**config.mk**
```make
export PLATFORM = sky130hd
export DESIGN_NAME = balance_pd_speed_pi_controller_top
export DESIGN_NICKNAME = d
export VERILOG_FILES = /design/src/hw/rtl/bpsc_pkg.sv /design/src/hw/rtl/balance_pd_speed_pi_controller_top.sv /design/src/hw/rtl/bpsc_regs.sv /design/src/hw/rtl/bpsc_smul.sv
export SDC_FILE = /design/constraint.sdc
export NUM_CORES = 2
export LEC_CHECK = 0
export BUFFER_PORTS_ARGS = -buffer_cell sky130_fd_sc_hd__buf_2
export CAP_MARGIN = 20
export CELL_PAD_IN_SITES_DETAIL_PLACEMENT = 1
export CELL_PAD_IN_SITES_GLOBAL_PLACEMENT = 1
export CORE_ASPECT_RATIO = 1.1
export CORE_MARGIN = 4
export CORE_UTILIZATION = 43
export DETAILED_ROUTE_END_ITERATION = 8
export GPL_ROUTABILITY_DRIVEN = 0
export PLACE_DENSITY_LB_ADDON = 0.1
export SLEW_MARGIN = 20
export SYNTH_ARGS = -nofsm -noshare
export SYNTH_HDL_FRONTEND = slang
export SYNTH_SLANG_ARGS = --single-unit
```
**constraint.sdc**
```tcl
create_clock -name aclk -period 4.9 [get_ports aclk]
set_input_delay 0.98 -clock aclk [delete_from_list [all_inputs] [get_ports aclk]]
set_output_delay 0.98 -clock aclk [all_outputs]
set_load 0.03 [all_outputs]
```
**src/hw/rtl/bpsc_pkg.sv**
```systemverilog
// Shared types, constants and helpers for the balance PD / speed PI controller.
// No dependencies; imported by the top level, regs, multiplier and testbench.
`default_nettype none

package bpsc_pkg;

    // Serial multiplier geometry: multiplier bits consumed one per cycle
    localparam int MLW = 16;           // multiplier (gain) width
    localparam int MCW = 29;           // multiplicand width
    localparam int PW  = MCW + MLW;    // product width
    localparam int VW  = PW + 1;       // sum of two products
    localparam int QSH = 16;           // Q.16 -> integer
    localparam int HW  = VW - QSH;     // width after the final shift
    localparam int FSH = 8;            // Q.8 filter weight shift

    // Speed loop state widths
    localparam int FW = 28;            // filtered velocity, Q.8
    localparam int IW = 23;            // velocity integral, Q.8
    localparam int SW = 29;            // integral plus filter before clamp

    // Field widths
    localparam int DW   = 32;          // drive
    localparam int ANGW = 17;          // tilt angle and angle target
    localparam int GW   = 16;          // gyro, encoder counts, gains
    localparam int VTW  = 17;          // velocity target

    // Fixed constants
    localparam logic signed [VW-1:0] UP_OFFSET   = VW'(4000 * 65536);
    localparam logic signed [SW-1:0] INT_LIM     = SW'(8000 * 256);
    localparam logic signed [SW-1:0] NEG_INT_LIM = -SW'(8000 * 256);
    localparam logic [MLW-1:0]       FILT_NEW    = MLW'(77);
    localparam logic [MLW-1:0]       FILT_OLD    = MLW'(179);

    localparam logic signed [63:0] MAX32 = 64'sd2147483647;
    localparam logic signed [63:0] MIN32 = -64'sd2147483648;

    // Controller sequence
    typedef enum logic [2:0] {
        ST_IDLE,
        ST_MUL1,
        ST_FIN1,
        ST_ACCUM,
        ST_CLAMP,
        ST_MUL2,
        ST_FIN2,
        ST_OUT
    } state_t;

    // Register map (word index)
    typedef enum logic [2:0] {
        REG_KP_UP   = 3'd0,
        REG_KD_UP   = 3'd1,
        REG_ANG_TGT = 3'd2,
        REG_KP_VEL  = 3'd3,
        REG_KI_VEL  = 3'd4,
        REG_VEL_TGT = 3'd5
    } reg_idx_t;

    // Loop selector
    localparam logic LOOP_UPRIGHT = 1'b0;
    localparam logic LOOP_SPEED   = 1'b1;

    typedef struct packed {
        logic [GW-1:0]   kp_up;
        logic [GW-1:0]   kd_up;
        logic [ANGW-1:0] ang_tgt;
        logic [GW-1:0]   kp_vel;
        logic [GW-1:0]   ki_vel;
        logic [VTW-1:0]  vel_tgt;
    } cfg_t;

    typedef struct packed {
        logic signed [MCW-1:0] mcand;
        logic signed [MLW-1:0] mplier;
    } mul_op_t;

    // Clamp a shifted result to the signed 32-bit range
    function automatic logic [DW-1:0] sat32(input logic signed [HW-1:0] x);
        logic signed [63:0] xe;
        xe = {{(64-HW){x[HW-1]}}, x};
        if (xe > MAX32) begin
            return MAX32[DW-1:0];
        end else if (xe < MIN32) begin
            return MIN32[DW-1:0];
        end
        return xe[DW-1:0];
    endfunction

endpackage

`default_nettype wire

```
**src/hw/rtl/balance_pd_speed_pi_controller_top.sv**
```systemverilog
// Top level of the balance PD / speed PI drive controller: sequencer and datapath.
// Depends on bpsc_pkg, bpsc_regs (configuration) and bpsc_smul (serial multipliers).
//
// Channel  Direction  Handshake           Payload (low bit first)
// s_*      in         s_tvalid/s_tready   tdata: tilt_angle, gyro_rate, left_count,
//                                          right_count; tuser: func
// m_*      out        m_tvalid/m_tready   tdata: drive, integral_clamped; tuser: loop_id
// p*       cfg        psel/penable        six registers at byte address 4*i
//
// Each pass runs two bit-serial multiplies side by side; an upright item makes one
// pass (MUL1, FIN1, OUT), a speed item two dependent passes (MUL1, FIN1, ACCUM,
// CLAMP, MUL2, FIN2, OUT), the second started once the clamped integral is ready.
// One item is worked at a time; a new item is taken while a finished result still
// waits in the output register, and a stalled result holds the block before output.
// Reset is synchronous, active low, and clears configuration and speed-loop state.
`default_nettype none

module balance_pd_speed_pi_controller_top (
    input  wire logic        aclk,
    input  wire logic        aresetn,
    // input items
    input  wire logic        s_tvalid,
    output logic             s_tready,
    input  wire logic [71:0] s_tdata,   // tilt_angle[16:0], gyro_rate[32:17],
                                        // left_count[48:33], right_count[64:49], zero pad
    input  wire logic [0:0]  s_tuser,   // func[0]
    // results
    output logic             m_tvalid,
    input  wire logic        m_tready,
    output logic [39:0]      m_tdata,   // drive[31:0], integral_clamped[32], zero pad
    output logic [0:0]       m_tuser,   // loop_id[0]
    // configuration
    input  wire logic        psel,
    input  wire logic        penable,
    input  wire logic        pwrite,
    input  wire logic [4:0]  paddr,
    input  wire logic [31:0] pwdata,
    output logic [31:0]      prdata,
    output logic             pready
);
    import bpsc_pkg::*;

    cfg_t cfg;

    bpsc_regs u_regs (
        .aclk    (aclk),
        .aresetn (aresetn),
        .psel    (psel),
        .penable (penable),
        .pwrite  (pwrite),
        .paddr   (paddr),
        .pwdata  (pwdata),
        .prdata  (prdata),
        .pready  (pready),
        .cfg     (cfg)
    );

    // Unpack input fields
    logic            in_func;
    logic [ANGW-1:0] in_tilt;
    logic [GW-1:0]   in_gyro;
    logic [GW-1:0]   in_left;
    logic [GW-1:0]   in_right;

    assign in_func  = s_tuser[0];
    assign in_tilt  = s_tdata[16:0];
    assign in_gyro  = s_tdata[32:17];
    assign in_left  = s_tdata[48:33];
    assign in_right = s_tdata[64:49];

    state_t state_reg, state_next;

    logic                 func_reg, func_next;
    logic signed [FW-1:0] filt_reg, filt_next;
    logic signed [IW-1:0] integ_reg, integ_next;
    logic signed [SW-1:0] sum_reg, sum_next;
    logic                 hit_reg, hit_next;
    logic signed [VW-1:0] v_reg, v_next;
    logic                 m_valid_reg, m_valid_next;
    logic [39:0]          m_data_reg, m_data_next;
    logic                 m_user_reg, m_user_next;

    // FSM outputs
    logic accept;
    logic mul_start;
    logic ld_fin1;
    logic ld_sum;
    logic ld_integ;
    logic ld_fin2;
    logic out_load;
    logic out_free;

    mul_op_t              op_a, op_b;
    logic                 done_a, done_b;
    logic signed [PW-1:0] prod_a, prod_b;

    bpsc_smul u_mul_a (
        .aclk    (aclk),
        .aresetn (aresetn),
        .start   (mul_start),
        .op      (op_a),
        .done    (done_a),
        .prod    (prod_a)
    );

    bpsc_smul u_mul_b (
        .aclk    (aclk),
        .aresetn (aresetn),
        .start   (mul_start),
        .op      (op_b),
        .done    (done_b),
        .prod    (prod_b)
    );

    assign out_free = !m_valid_reg || m_tready;

    // Next state
    always_comb begin
        state_next = state_reg;
        case (state_reg)
            ST_IDLE:  if (s_tvalid) state_next = ST_MUL1;
            ST_MUL1:  if (done_a && done_b) state_next = ST_FIN1;
            ST_FIN1:  state_next = (func_reg == LOOP_SPEED) ? ST_ACCUM : ST_OUT;
            ST_ACCUM: state_next = ST_CLAMP;
            ST_CLAMP: state_next = ST_MUL2;
            ST_MUL2:  if (done_a && done_b) state_next = ST_FIN2;
            ST_FIN2:  state_next = ST_OUT;
            ST_OUT:   if (out_free) state_next = ST_IDLE;
            default:  state_next = ST_IDLE;
        endcase
    end

    // FSM outputs
    always_comb begin
        s_tready  = 1'b0;
        mul_start = 1'b0;
        ld_fin1   = 1'b0;
        ld_sum    = 1'b0;
        ld_integ  = 1'b0;
        ld_fin2   = 1'b0;
        out_load  = 1'b0;
        case (state_reg)
            ST_IDLE:  s_tready = 1'b1;
            ST_FIN1:  ld_fin1 = 1'b1;
            ST_ACCUM: ld_sum = 1'b1;
            ST_CLAMP: begin
                ld_integ  = 1'b1;
                mul_start = 1'b1;
            end
            ST_FIN2:  ld_fin2 = 1'b1;
            ST_OUT:   out_load = out_free;
            default:  s_tready = 1'b0;
        endcase
        accept = s_tvalid & s_tready;
        if (accept) begin
            mul_start = 1'b1;
        end
    end

    // Operand preparation
    logic signed [ANGW:0]  err;
    logic signed [18:0]    spd;
    logic signed [SW-1:0]  integ_clamp;
    logic                  integ_hit;

    assign err = {in_tilt[ANGW-1], in_tilt} - {cfg.ang_tgt[ANGW-1], cfg.ang_tgt};
    assign spd = {{3{in_left[GW-1]}}, in_left} + {{3{in_right[GW-1]}}, in_right}
               - {{2{cfg.vel_tgt[VTW-1]}}, cfg.vel_tgt};

    // Clamp the accumulated integral to the symmetric limit
    always_comb begin
        if (sum_reg > INT_LIM) begin
            integ_clamp = INT_LIM;
        end else if (sum_reg < NEG_INT_LIM) begin
            integ_clamp = NEG_INT_LIM;
        end else begin
            integ_clamp = sum_reg;
        end
        integ_hit = (integ_clamp == INT_LIM) || (integ_clamp == NEG_INT_LIM);
    end

    // Select multiplier operands: first pass at accept, second pass at clamp
    always_comb begin
        if (state_reg == ST_CLAMP) begin
            op_a.mcand  = {{(MCW-FW){filt_reg[FW-1]}}, filt_reg};
            op_a.mplier = cfg.kp_vel;
            op_b.mcand  = {{(MCW-IW){integ_clamp[IW-1]}}, integ_clamp[IW-1:0]};
            op_b.mplier = cfg.ki_vel;
        end else if (in_func == LOOP_UPRIGHT) begin
            op_a.mcand  = {{(MCW-ANGW-1){err[ANGW]}}, err};
            op_a.mplier = cfg.kp_up;
            op_b.mcand  = {{(MCW-GW){in_gyro[GW-1]}}, in_gyro};
            op_b.mplier = cfg.kd_up;
        end else begin
            op_a.mcand  = {{(MCW-FW){filt_reg[FW-1]}}, filt_reg};
            op_a.mplier = FILT_OLD;
            op_b.mcand  = {{(MCW-19){spd[18]}}, spd};
            op_b.mplier = FILT_NEW;
        end
    end

    // Datapath register updates
    logic signed [PW-1:0] prod_a_shr;
    logic signed [VW-1:0] prod_a_x, prod_b_x;
    logic signed [VW-1:0] v_off, v_shr;

    assign prod_a_shr = prod_a >>> FSH;
    assign prod_a_x   = {{(VW-PW){prod_a[PW-1]}}, prod_a};
    assign prod_b_x   = {{(VW-PW){prod_b[PW-1]}}, prod_b};

    // Push the upright drive away from zero, then floor to integer
    always_comb begin
        if (func_reg == LOOP_SPEED) begin
            v_off = v_reg;
        end else if (v_reg[VW-1]) begin
            v_off = v_reg - UP_OFFSET;
        end else begin
            v_off = v_reg + UP_OFFSET;
        end
        v_shr = v_off >>> QSH;
    end

    always_comb begin
        func_next    = func_reg;
        filt_next    = filt_reg;
        integ_next   = integ_reg;
        sum_next     = sum_reg;
        hit_next     = hit_reg;
        v_next       = v_reg;
        m_valid_next = m_valid_reg;
        m_data_next  = m_data_reg;
        m_user_next  = m_user_reg;

        if (accept) begin
            func_next = in_func;
        end
        // Upright: form P - D in Q.16; speed: new filter value
        if (ld_fin1) begin
            if (func_reg == LOOP_SPEED) begin
                filt_next = prod_b[FW-1:0] + prod_a_shr[FW-1:0];
            end else begin
                v_next = prod_a_x - (prod_b_x <<< FSH);
                hit_next = 1'b0;
            end
        end
        if (ld_sum) begin
            sum_next = {{(SW-IW){integ_reg[IW-1]}}, integ_reg}
                     + {{(SW-FW){filt_reg[FW-1]}}, filt_reg};
        end
        if (ld_integ) begin
            integ_next = integ_clamp[IW-1:0];
            hit_next   = integ_hit;
        end
        if (ld_fin2) begin
            v_next = prod_a_x + prod_b_x;
        end
        // Output register: hold while stalled, release on transfer
        if (out_load) begin
            m_valid_next = 1'b1;
            m_data_next  = {7'd0, hit_reg, sat32(v_shr[HW-1:0])};
            m_user_next  = func_reg;
        end else if (m_tready) begin
            m_valid_next = 1'b0;
        end
    end

    always_ff @(posedge aclk) begin
        if (!aresetn) begin
            state_reg   <= ST_IDLE;
            filt_reg    <= '0;
            integ_reg   <= '0;
            m_valid_reg <= 1'b0;
        end else begin
            state_reg   <= state_next;
            filt_reg    <= filt_next;
            integ_reg   <= integ_next;
            m_valid_reg <= m_valid_next;
        end
        func_reg   <= func_next;
        sum_reg    <= sum_next;
        hit_reg    <= hit_next;
        v_reg      <= v_next;
        m_data_reg <= m_data_next;
        m_user_reg <= m_user_next;
    end

    assign m_tvalid   = m_valid_reg;
    assign m_tdata    = m_data_reg;
    assign m_tuser[0] = m_user_reg;

endmodule

`default_nettype wire

```
**src/hw/rtl/bpsc_regs.sv**
```systemverilog
// Configuration register file with a simple APB-style write/read port.
// Depends on bpsc_pkg for the register map and the cfg_t bundle.
`default_nettype none

module bpsc_regs (
    input  wire logic                aclk,
    input  wire logic                aresetn,
    input  wire logic                psel,
    input  wire logic                penable,
    input  wire logic                pwrite,
    input  wire logic [4:0]          paddr,
    input  wire logic [31:0]         pwdata,
    output logic      [31:0]         prdata,
    output logic                     pready,
    output bpsc_pkg::cfg_t           cfg
);
    import bpsc_pkg::*;

    cfg_t     cfg_reg;
    cfg_t     cfg_next;
    logic     wr_en;
    reg_idx_t idx;

    assign pready = 1'b1;
    assign wr_en  = psel & penable & pwrite & pready;
    assign idx    = reg_idx_t'(paddr[4:2]);
    assign cfg    = cfg_reg;

    // Decode the write into the addressed register; drop unmapped indexes
    always_comb begin
        cfg_next = cfg_reg;
        if (wr_en) begin
            case (idx)
                REG_KP_UP:   cfg_next.kp_up   = pwdata[GW-1:0];
                REG_KD_UP:   cfg_next.kd_up   = pwdata[GW-1:0];
                REG_ANG_TGT: cfg_next.ang_tgt = pwdata[ANGW-1:0];
                REG_KP_VEL:  cfg_next.kp_vel  = pwdata[GW-1:0];
                REG_KI_VEL:  cfg_next.ki_vel  = pwdata[GW-1:0];
                REG_VEL_TGT: cfg_next.vel_tgt = pwdata[VTW-1:0];
                default:     cfg_next = cfg_reg;
            endcase
        end
    end

    always_ff @(posedge aclk) begin
        if (!aresetn) begin
            cfg_reg <= '0;
        end else begin
            cfg_reg <= cfg_next;
        end
    end

    // Read back the raw register bits
    always_comb begin
        case (idx)
            REG_KP_UP:   prdata = {{(32-GW){1'b0}}, cfg_reg.kp_up};
            REG_KD_UP:   prdata = {{(32-GW){1'b0}}, cfg_reg.kd_up};
            REG_ANG_TGT: prdata = {{(32-ANGW){1'b0}}, cfg_reg.ang_tgt};
            REG_KP_VEL:  prdata = {{(32-GW){1'b0}}, cfg_reg.kp_vel};
            REG_KI_VEL:  prdata = {{(32-GW){1'b0}}, cfg_reg.ki_vel};
            REG_VEL_TGT: prdata = {{(32-VTW){1'b0}}, cfg_reg.vel_tgt};
            default:     prdata = '0;
        endcase
    end

endmodule

`default_nettype wire

```
**src/hw/rtl/bpsc_smul.sv**
```systemverilog
// Serial-parallel signed multiplier: one multiplier bit per cycle.
// Depends on bpsc_pkg for widths and the mul_op_t operand bundle.
`default_nettype none

module bpsc_smul (
    input  wire logic                     aclk,
    input  wire logic                     aresetn,
    input  wire logic                     start,
    input  wire bpsc_pkg::mul_op_t        op,
    output logic                          done,
    output logic signed [bpsc_pkg::PW-1:0] prod
);
    import bpsc_pkg::*;

    localparam int CW = $clog2(MLW);
    localparam logic [CW-1:0] LAST = CW'(MLW - 1);

    logic signed [PW-1:0]  mcand_reg, mcand_next;
    logic        [MLW-1:0] mplier_reg, mplier_next;
    logic signed [PW-1:0]  acc_reg, acc_next;
    logic        [CW-1:0]  cnt_reg, cnt_next;
    logic                  run_reg, run_next;
    logic                  done_reg, done_next;
    logic signed [PW-1:0]  pp;

    assign done = done_reg;
    assign prod = acc_reg;
    assign pp   = mplier_reg[0] ? mcand_reg : '0;

    // Load on start, then add one shifted partial product per cycle;
    // the sign bit of the multiplier carries negative weight
    always_comb begin
        mcand_next  = mcand_reg;
        mplier_next = mplier_reg;
        acc_next    = acc_reg;
        cnt_next    = cnt_reg;
        run_next    = run_reg;
        done_next   = 1'b0;
        if (start) begin
            mcand_next  = {{(PW-MCW){op.mcand[MCW-1]}}, op.mcand};
            mplier_next = op.mplier;
            acc_next    = '0;
            cnt_next    = '0;
            run_next    = 1'b1;
        end else if (run_reg) begin
            acc_next    = (cnt_reg == LAST) ? acc_reg - pp : acc_reg + pp;
            mcand_next  = mcand_reg <<< 1;
            mplier_next = mplier_reg >> 1;
            cnt_next    = cnt_reg + 1'b1;
            if (cnt_reg == LAST) begin
                run_next  = 1'b0;
                done_next = 1'b1;
            end
        end
    end

    always_ff @(posedge aclk) begin
        if (!aresetn) begin
            run_reg  <= 1'b0;
            done_reg <= 1'b0;
            cnt_reg  <= '0;
        end else begin
            run_reg  <= run_next;
            done_reg <= done_next;
            cnt_reg  <= cnt_next;
        end
        mcand_reg  <= mcand_next;
        mplier_reg <= mplier_next;
        acc_reg    <= acc_next;
    end

endmodule

`default_nettype wire

```
Yosys cells after proc, flatten, opt, wreduce, memory -nomap -nowiden
Index checks and enable logic that the tools add are counted.
Operators by class
  magnitude comparators: 4
  add/sub/neg operators: 15
  shift operators: 0
  eq/ne operators: 22
  reductions and logical operators: 24
  multiplexer cells: 56
  bitwise logic cells: 6
  multipliers: 0
  div/mod/pow operators: 0
Operator list (number)
  45-bit two-way mux: 12
  46-bit two-way mux: 5
  17-bit case mux with 6 select lines: 1
  32-bit two-way mux: 3
  45-bit adder: 2
  45-bit subtractor: 2
  16-bit two-way mux: 4
  29-bit by 22-bit == test with 1-bit output, second input constant: 2
  29-bit two-way mux: 2
  45-bit by 45-bit adder with 46-bit output: 1
  46-bit by 29-bit adder with 46-bit output, second input constant: 1
  45-bit by 46-bit subtractor with 46-bit output: 1
  46-bit by 29-bit subtractor with 46-bit output, second input constant: 1
  17-bit by 17-bit subtractor with 18-bit output: 2
  30-bit by 32-bit greater-than comparator with 1-bit output, second input constant: 1
  30-bit by 32-bit less-than comparator with 1-bit output, second input constant: 1
  23-bit by 28-bit adder with 29-bit output: 1
  29-bit by 22-bit greater-than comparator with 1-bit output, second input constant: 1
  29-bit by 22-bit less-than comparator with 1-bit output, second input constant: 1
  28-bit adder: 1
  3-bit case mux with 8 select lines: 1
  1-bit two-way mux: 23
  3-bit == test, second input constant: 6
  2-bit AND reduction: 9
  18 further kinds: 43
Word-level totals
  output and inout port bits: 76
  memory bits (writable): 0
  memories: 0
  ROM bits: 0
  word-level logic and storage cells: 155
  register bits after elaboration: 488
  bits in latches: 0

Longest topological paths before layout
  word-level depth: 8
  mapped depth: 24

Cells and area by module
A second synthesis with hierarchy kept.
Unflattened totals
  cell total of the unflattened synthesis: 4192
  area total of the unflattened synthesis: 35929.5 µm²
By module, submodules not included
  balance_pd_speed_pi_controller_top: area an instance 15454.8 µm², times used 1, cells each 1940
  bpsc_smul at u_mul_a: area an instance 8045.2 µm², times used 1, cells each 919
  bpsc_smul at u_mul_b: area an instance 7852.5 µm², times used 1, cells each 869
  bpsc_regs: area an instance 4576.9 µm², times used 1, cells each 464

Least setup slack after synthesis
Ideal clock, no wire load.
  path type: register to register
  start point: register u_mul_b.mplier_reg[0]
  end point: register u_mul_b.acc_reg[43], in the netlist u_mul_b.prod[43]
  required time: 4780 ps
  buffers on the path: 5
  arrival time: 4841 ps
  setup slack: -61 ps
  cell stages (with the launch flop): 22
  cells stage by stage: edfxtp_1 > clkbuf_1 > clkbuf_1 > buf_1 > nand2_1 > ha_1 > clkbuf_1 > o21ai_0 > clkbuf_1 > nand2_1 > ha_1 > or4_4 > o21ai_2 > a21oi_2 > a221o_2 > a211o_1 > a211o_2 > a21oi_4 > o21ai_2 > a221oi_2 > or4b_1 > nand3_1
Between the ends
  longest elaborated chain between the ends: 3
  elaborated cells on any way between the ends: 4
  those cells by class: add/sub: 2; mux: 2
Ends and longest elaborated chain
  from (decl): line bpsc_smul.sv:19  | logic [MLW-1:0] mplier_reg, mplier_next;
  from (signal assigned): line bpsc_smul.sv:68  | mplier_reg <= mplier_next;
  45-bit two-way mux *: line bpsc_smul.sv:28  | assign pp = mplier_reg[0] ? mcand_reg : '0;
  45-bit adder or 45-bit subtractor (tied branches): line bpsc_smul.sv:46  | acc_next = (cnt_reg == LAST) ? acc_reg - pp : acc_reg + pp;
  45-bit two-way mux *: line bpsc_smul.sv:46
  to (signal assigned): line bpsc_smul.sv:69  | acc_reg <= acc_next;
  to (decl): line bpsc_smul.sv:20  | logic signed [PW-1:0] acc_reg, acc_next;
Mark *: on every way between the ends. The rest lies on a longest branch, timed or not.
A chain may end at the register's enable or synchronous reset.

Worst setup path in the final report
  start point: register u_mul_b.mcand_reg[0]
  end point: register u_mul_b.acc_reg[37], in the netlist u_mul_b.prod[37]
Between the ends
  longest elaborated chain between the ends: 3
  elaborated cells on any way between the ends: 4
  those cells by class: add/sub: 2; mux: 2
Ends and longest elaborated chain
  from (decl): line bpsc_smul.sv:18  | logic signed [PW-1:0] mcand_reg, mcand_next;
  from (signal assigned): line bpsc_smul.sv:67  | mcand_reg <= mcand_next;
  45-bit two-way mux *: line bpsc_smul.sv:28
  45-bit adder or 45-bit subtractor (tied branches): line bpsc_smul.sv:46
  45-bit two-way mux *: line bpsc_smul.sv:46
Marks and branches as above.

==> impl_metrics.toml <==
[outcome]
status = "finished, final reports clean"

[yosys]
ys_seq_area_frac = 0.329
synth_area_mm2 = 0.0352
yosys.area_share.simple = 0.184
synth_top_family_by_area = "compound AO/OA/AOI/OAI gates"
synthAdderAreaFrac = 0.115
netlist.top_cell.by_area = "edfxtp_1"
ys.warnings.count = 0
synth_edf_count = 215
yosys.cell_count.top_type = "nand2_1"
synthTopCellsByCount = "nand2_1, nor2_1, a21oi_1, ha_1, dfxtp_1"
ys_ff_latch = 470
synth_area_leaders = "edfxtp_1, dfxtp_1, ha_1, nand2_1, xnor2_1"
synth_top_area_share = 0.184
syn_avg_cell_area_um2 = 8.39
synth_compound_gate_area_share = 0.229
async_flop_share = 0
ys.flop_type = "dfxtp_1"
syn_inst = 4192
synth_xor_area_frac = 0.0660
synth.mux.area_fraction = 0.0260
ys_types = 91

[final_layout]
final_core_util = 0.500
fill_cells = 9763
multi_input_comb_area_mm2 = 0.0223
area_growth_pct = 14.9
seqCellArea_mm2 = 0.0116
fin_nets = 4840
stdcell_area_mm2 = 0.0404
drive_above_1_share = 0.133
final_cells = 5517
largest_reg_flops = 98

[timing]
hold_viol = 0
fmax_ghz = 0.211
fin_worst_skew_ns = 0.0620
setup_viol = 0
fin_crit_sh = 0.965
rsz0062_at_grt = "true"
period_minus_slack_ns = 4.73
worst_pin_slew_ns = 1.12
fin_hold_ws_ns = 0.417
maxSlewHeadroom = 0.250
fin_ws_ns = 0.170
final_max_slew_viol_count = 0
fin_tns_setup_ns = 0

[placed_design]
port-buffer-count = 145
dp.cells = 5395
place_ws_ns = -0.289
placed_cell_area_mm2 = 0.0380
dp_hpwl_um = 93300

[critical_path]
worst_ep_arrival_time_ns = 5.26
crit_fanout = 9
worstSetupPathType = "reg -> reg"
startpoint_type = "register"
end_kind = "register"
cp.required_ns = 5.43

[detailed_routing]
dr.pass1.iters = 5
vias = 31800
final_antenna_net_count = 0
viasPerCell = 5.76
drtIter0Drc = 1662
drc = 0
postRouteWirelength_um = 122000
wl_per_cell_um = 22.0

[run]
maxCapViolCount = 0

[power]
p_per_area_mw_per_mm2 = 509
swShare = 0.421
p_sw_mw = 8.66
p_int_mw = 11.9
report.power.total_mw = 20.6
pwr-share-comb = 0.505
pwr-share-clk = 0.220
leakage_nw = 17.2
pwr-share-seq = 0.275
ir_drop_mv = 0.323

[global_route]
grt_pass1_wl_um = 189000
track_usage = 0.276
grt_pass1_vias = 32900
antenna_found_initial = 4
overflow = 0
grt_max_degree = 80

[floorplan]
num_rows = 109
core_mm2 = 0.0807
ios = 193
start_util = 0.436
die_area_mm2 = 0.0864
dieHeight_um = 308
die_w_um = 281

[clocking]
cts_hold_buf = 0
cts_sinks = 470
numCtsBuffers = 56
path_clk_slew_ns = 0.06
clk_latency_ns = 0.68
cts_tree = "built"
clockBufferDepth = 3
htree_levels = 2
root_buffer = "clkbuf_16"

[min_path]
min_path_type = "reg -> reg"
-- worst max-delay path: stages, from the launching register on --
cell and delay [ns]:
edfxtp_1 0.37, buf_4 0.14, nand2_1 0.08, ha_1 0.23, buf_4 0.17, o21ai_0 0.28, buf_4 0.27, nand2_1 0.12
ha_1 0.35, or4_4 0.53, o21ai_2 0.07, a21oi_2 0.07, a221o_2 0.44, a211o_1 0.35, a211o_2 0.40, a21oi_4 0.20
buf_4 0.15, o21bai_1 0.08, xor2_1 0.14, mux2i_1 0.14, nor2_1 0.05
-- repair_timing --
item                                    4_1_cts  5_1_grt
gates resized for setup                      16       67
buffers inserted                              1       13
endpoints found under the hold margin         0        0
pin swaps                                     2       41
endpoints found under the setup margin        7       25
-- final cells by class --
class,instances,share of cell area
clock buffer,75,0.0403
clock inverter,31,0.00929
inverter,217,0.0202
multi-input combinational,3305,0.551
antenna,2,0.000124
tap,1054,0.0326
timing repair buffer,363,0.0599
sequential,470,0.286
-- cell usage in the layout, fill, tap and decap left out, types with 22 or more instances in the layout --
cell | netlist | final
edfxtp_1 | 215 | 215
o21bai_1 | 43 | 43
nand2_1 | 588 | 584
o211a_1 | 31 | 31
a21boi_0 | 128 | 127
nor3_1 | 83 | 74
o211ai_1 | 31 | 31
clkbuf_16 | 0 | 59
a31oi_1 | 28 | 25
fa_1 | 23 | 23
inv_1 | 216 | 215
nor3b_1 | 34 | 30
a211oi_1 | 31 | 30
and3_1 | 24 | 23
nor2b_1 | 44 | 43
or3_1 | 26 | 22
a22oi_1 | 64 | 64
conb_1 | 2 | 23
buf_4 | 26 | 214
a21oi_1 | 287 | 277
xor2_1 | 98 | 98
o21a_1 | 59 | 59
ha_1 | 287 | 282
dfxtp_1 | 255 | 253
nand4_1 | 53 | 53
o21ai_0 | 221 | 209
xnor2_1 | 167 | 167
buf_2 | 3 | 144
nand2b_1 | 48 | 48
o31ai_1 | 46 | 43
a21o_1 | 110 | 110
nand3_1 | 98 | 98
mux2i_1 | 79 | 79
nor2_1 | 310 | 305
-- routing by layer --
metal,vias to the layer above,track usage,part of all wire
met3,188,0.0256,0.029
met5,-,0,0
met1,15600,0.325,0.42
met2,526,0.515,0.51
li1,15400,-,-
met4,0,0.109,0.044
-- power by group through the flow --
| stage | sequential [mW] | clock (mW) | combinational [mW] |
|---|---|---|---|
| after floorplan | 5.29 | 0 | 7.31 |
| after global placement | 5.74 | 0 | 9.87 |
| after detailed placement | 5.75 | 0 | 10.1 |
| after CTS | 5.67 | 4.60 | 10.2 |
| after global routing | 5.71 | 4.76 | 11.6 |
| final | 5.66 | 4.52 | 10.4 |
-- worst paths after layout --
check | startpoint | end | slack (ns) | cells after the start
max | u_mul_b.mcand_reg[0] | u_mul_b.prod[37] | 0.17 | 20
min | hit_reg | m_tdata[32] | 0.42 | 0
max reg2reg | u_mul_b.mcand_reg[0] | u_mul_b.prod[37] | 0.17 | 20
min reg2reg | hit_reg | m_tdata[32] | 0.42 | 0
-- kinds of logic after synthesis --
logic type / after synthesis
AND/OR/NAND/NOR: 1408
AO/OA/AOI/OAI: 1209
flip-flops: 470
buffers and inverters: 438
adder cells (fa/ha/maj): 310
XOR/XNOR: 265
multiplexers: 90
other: 2
No activity file was read; power rests on OpenSTA's default activity.
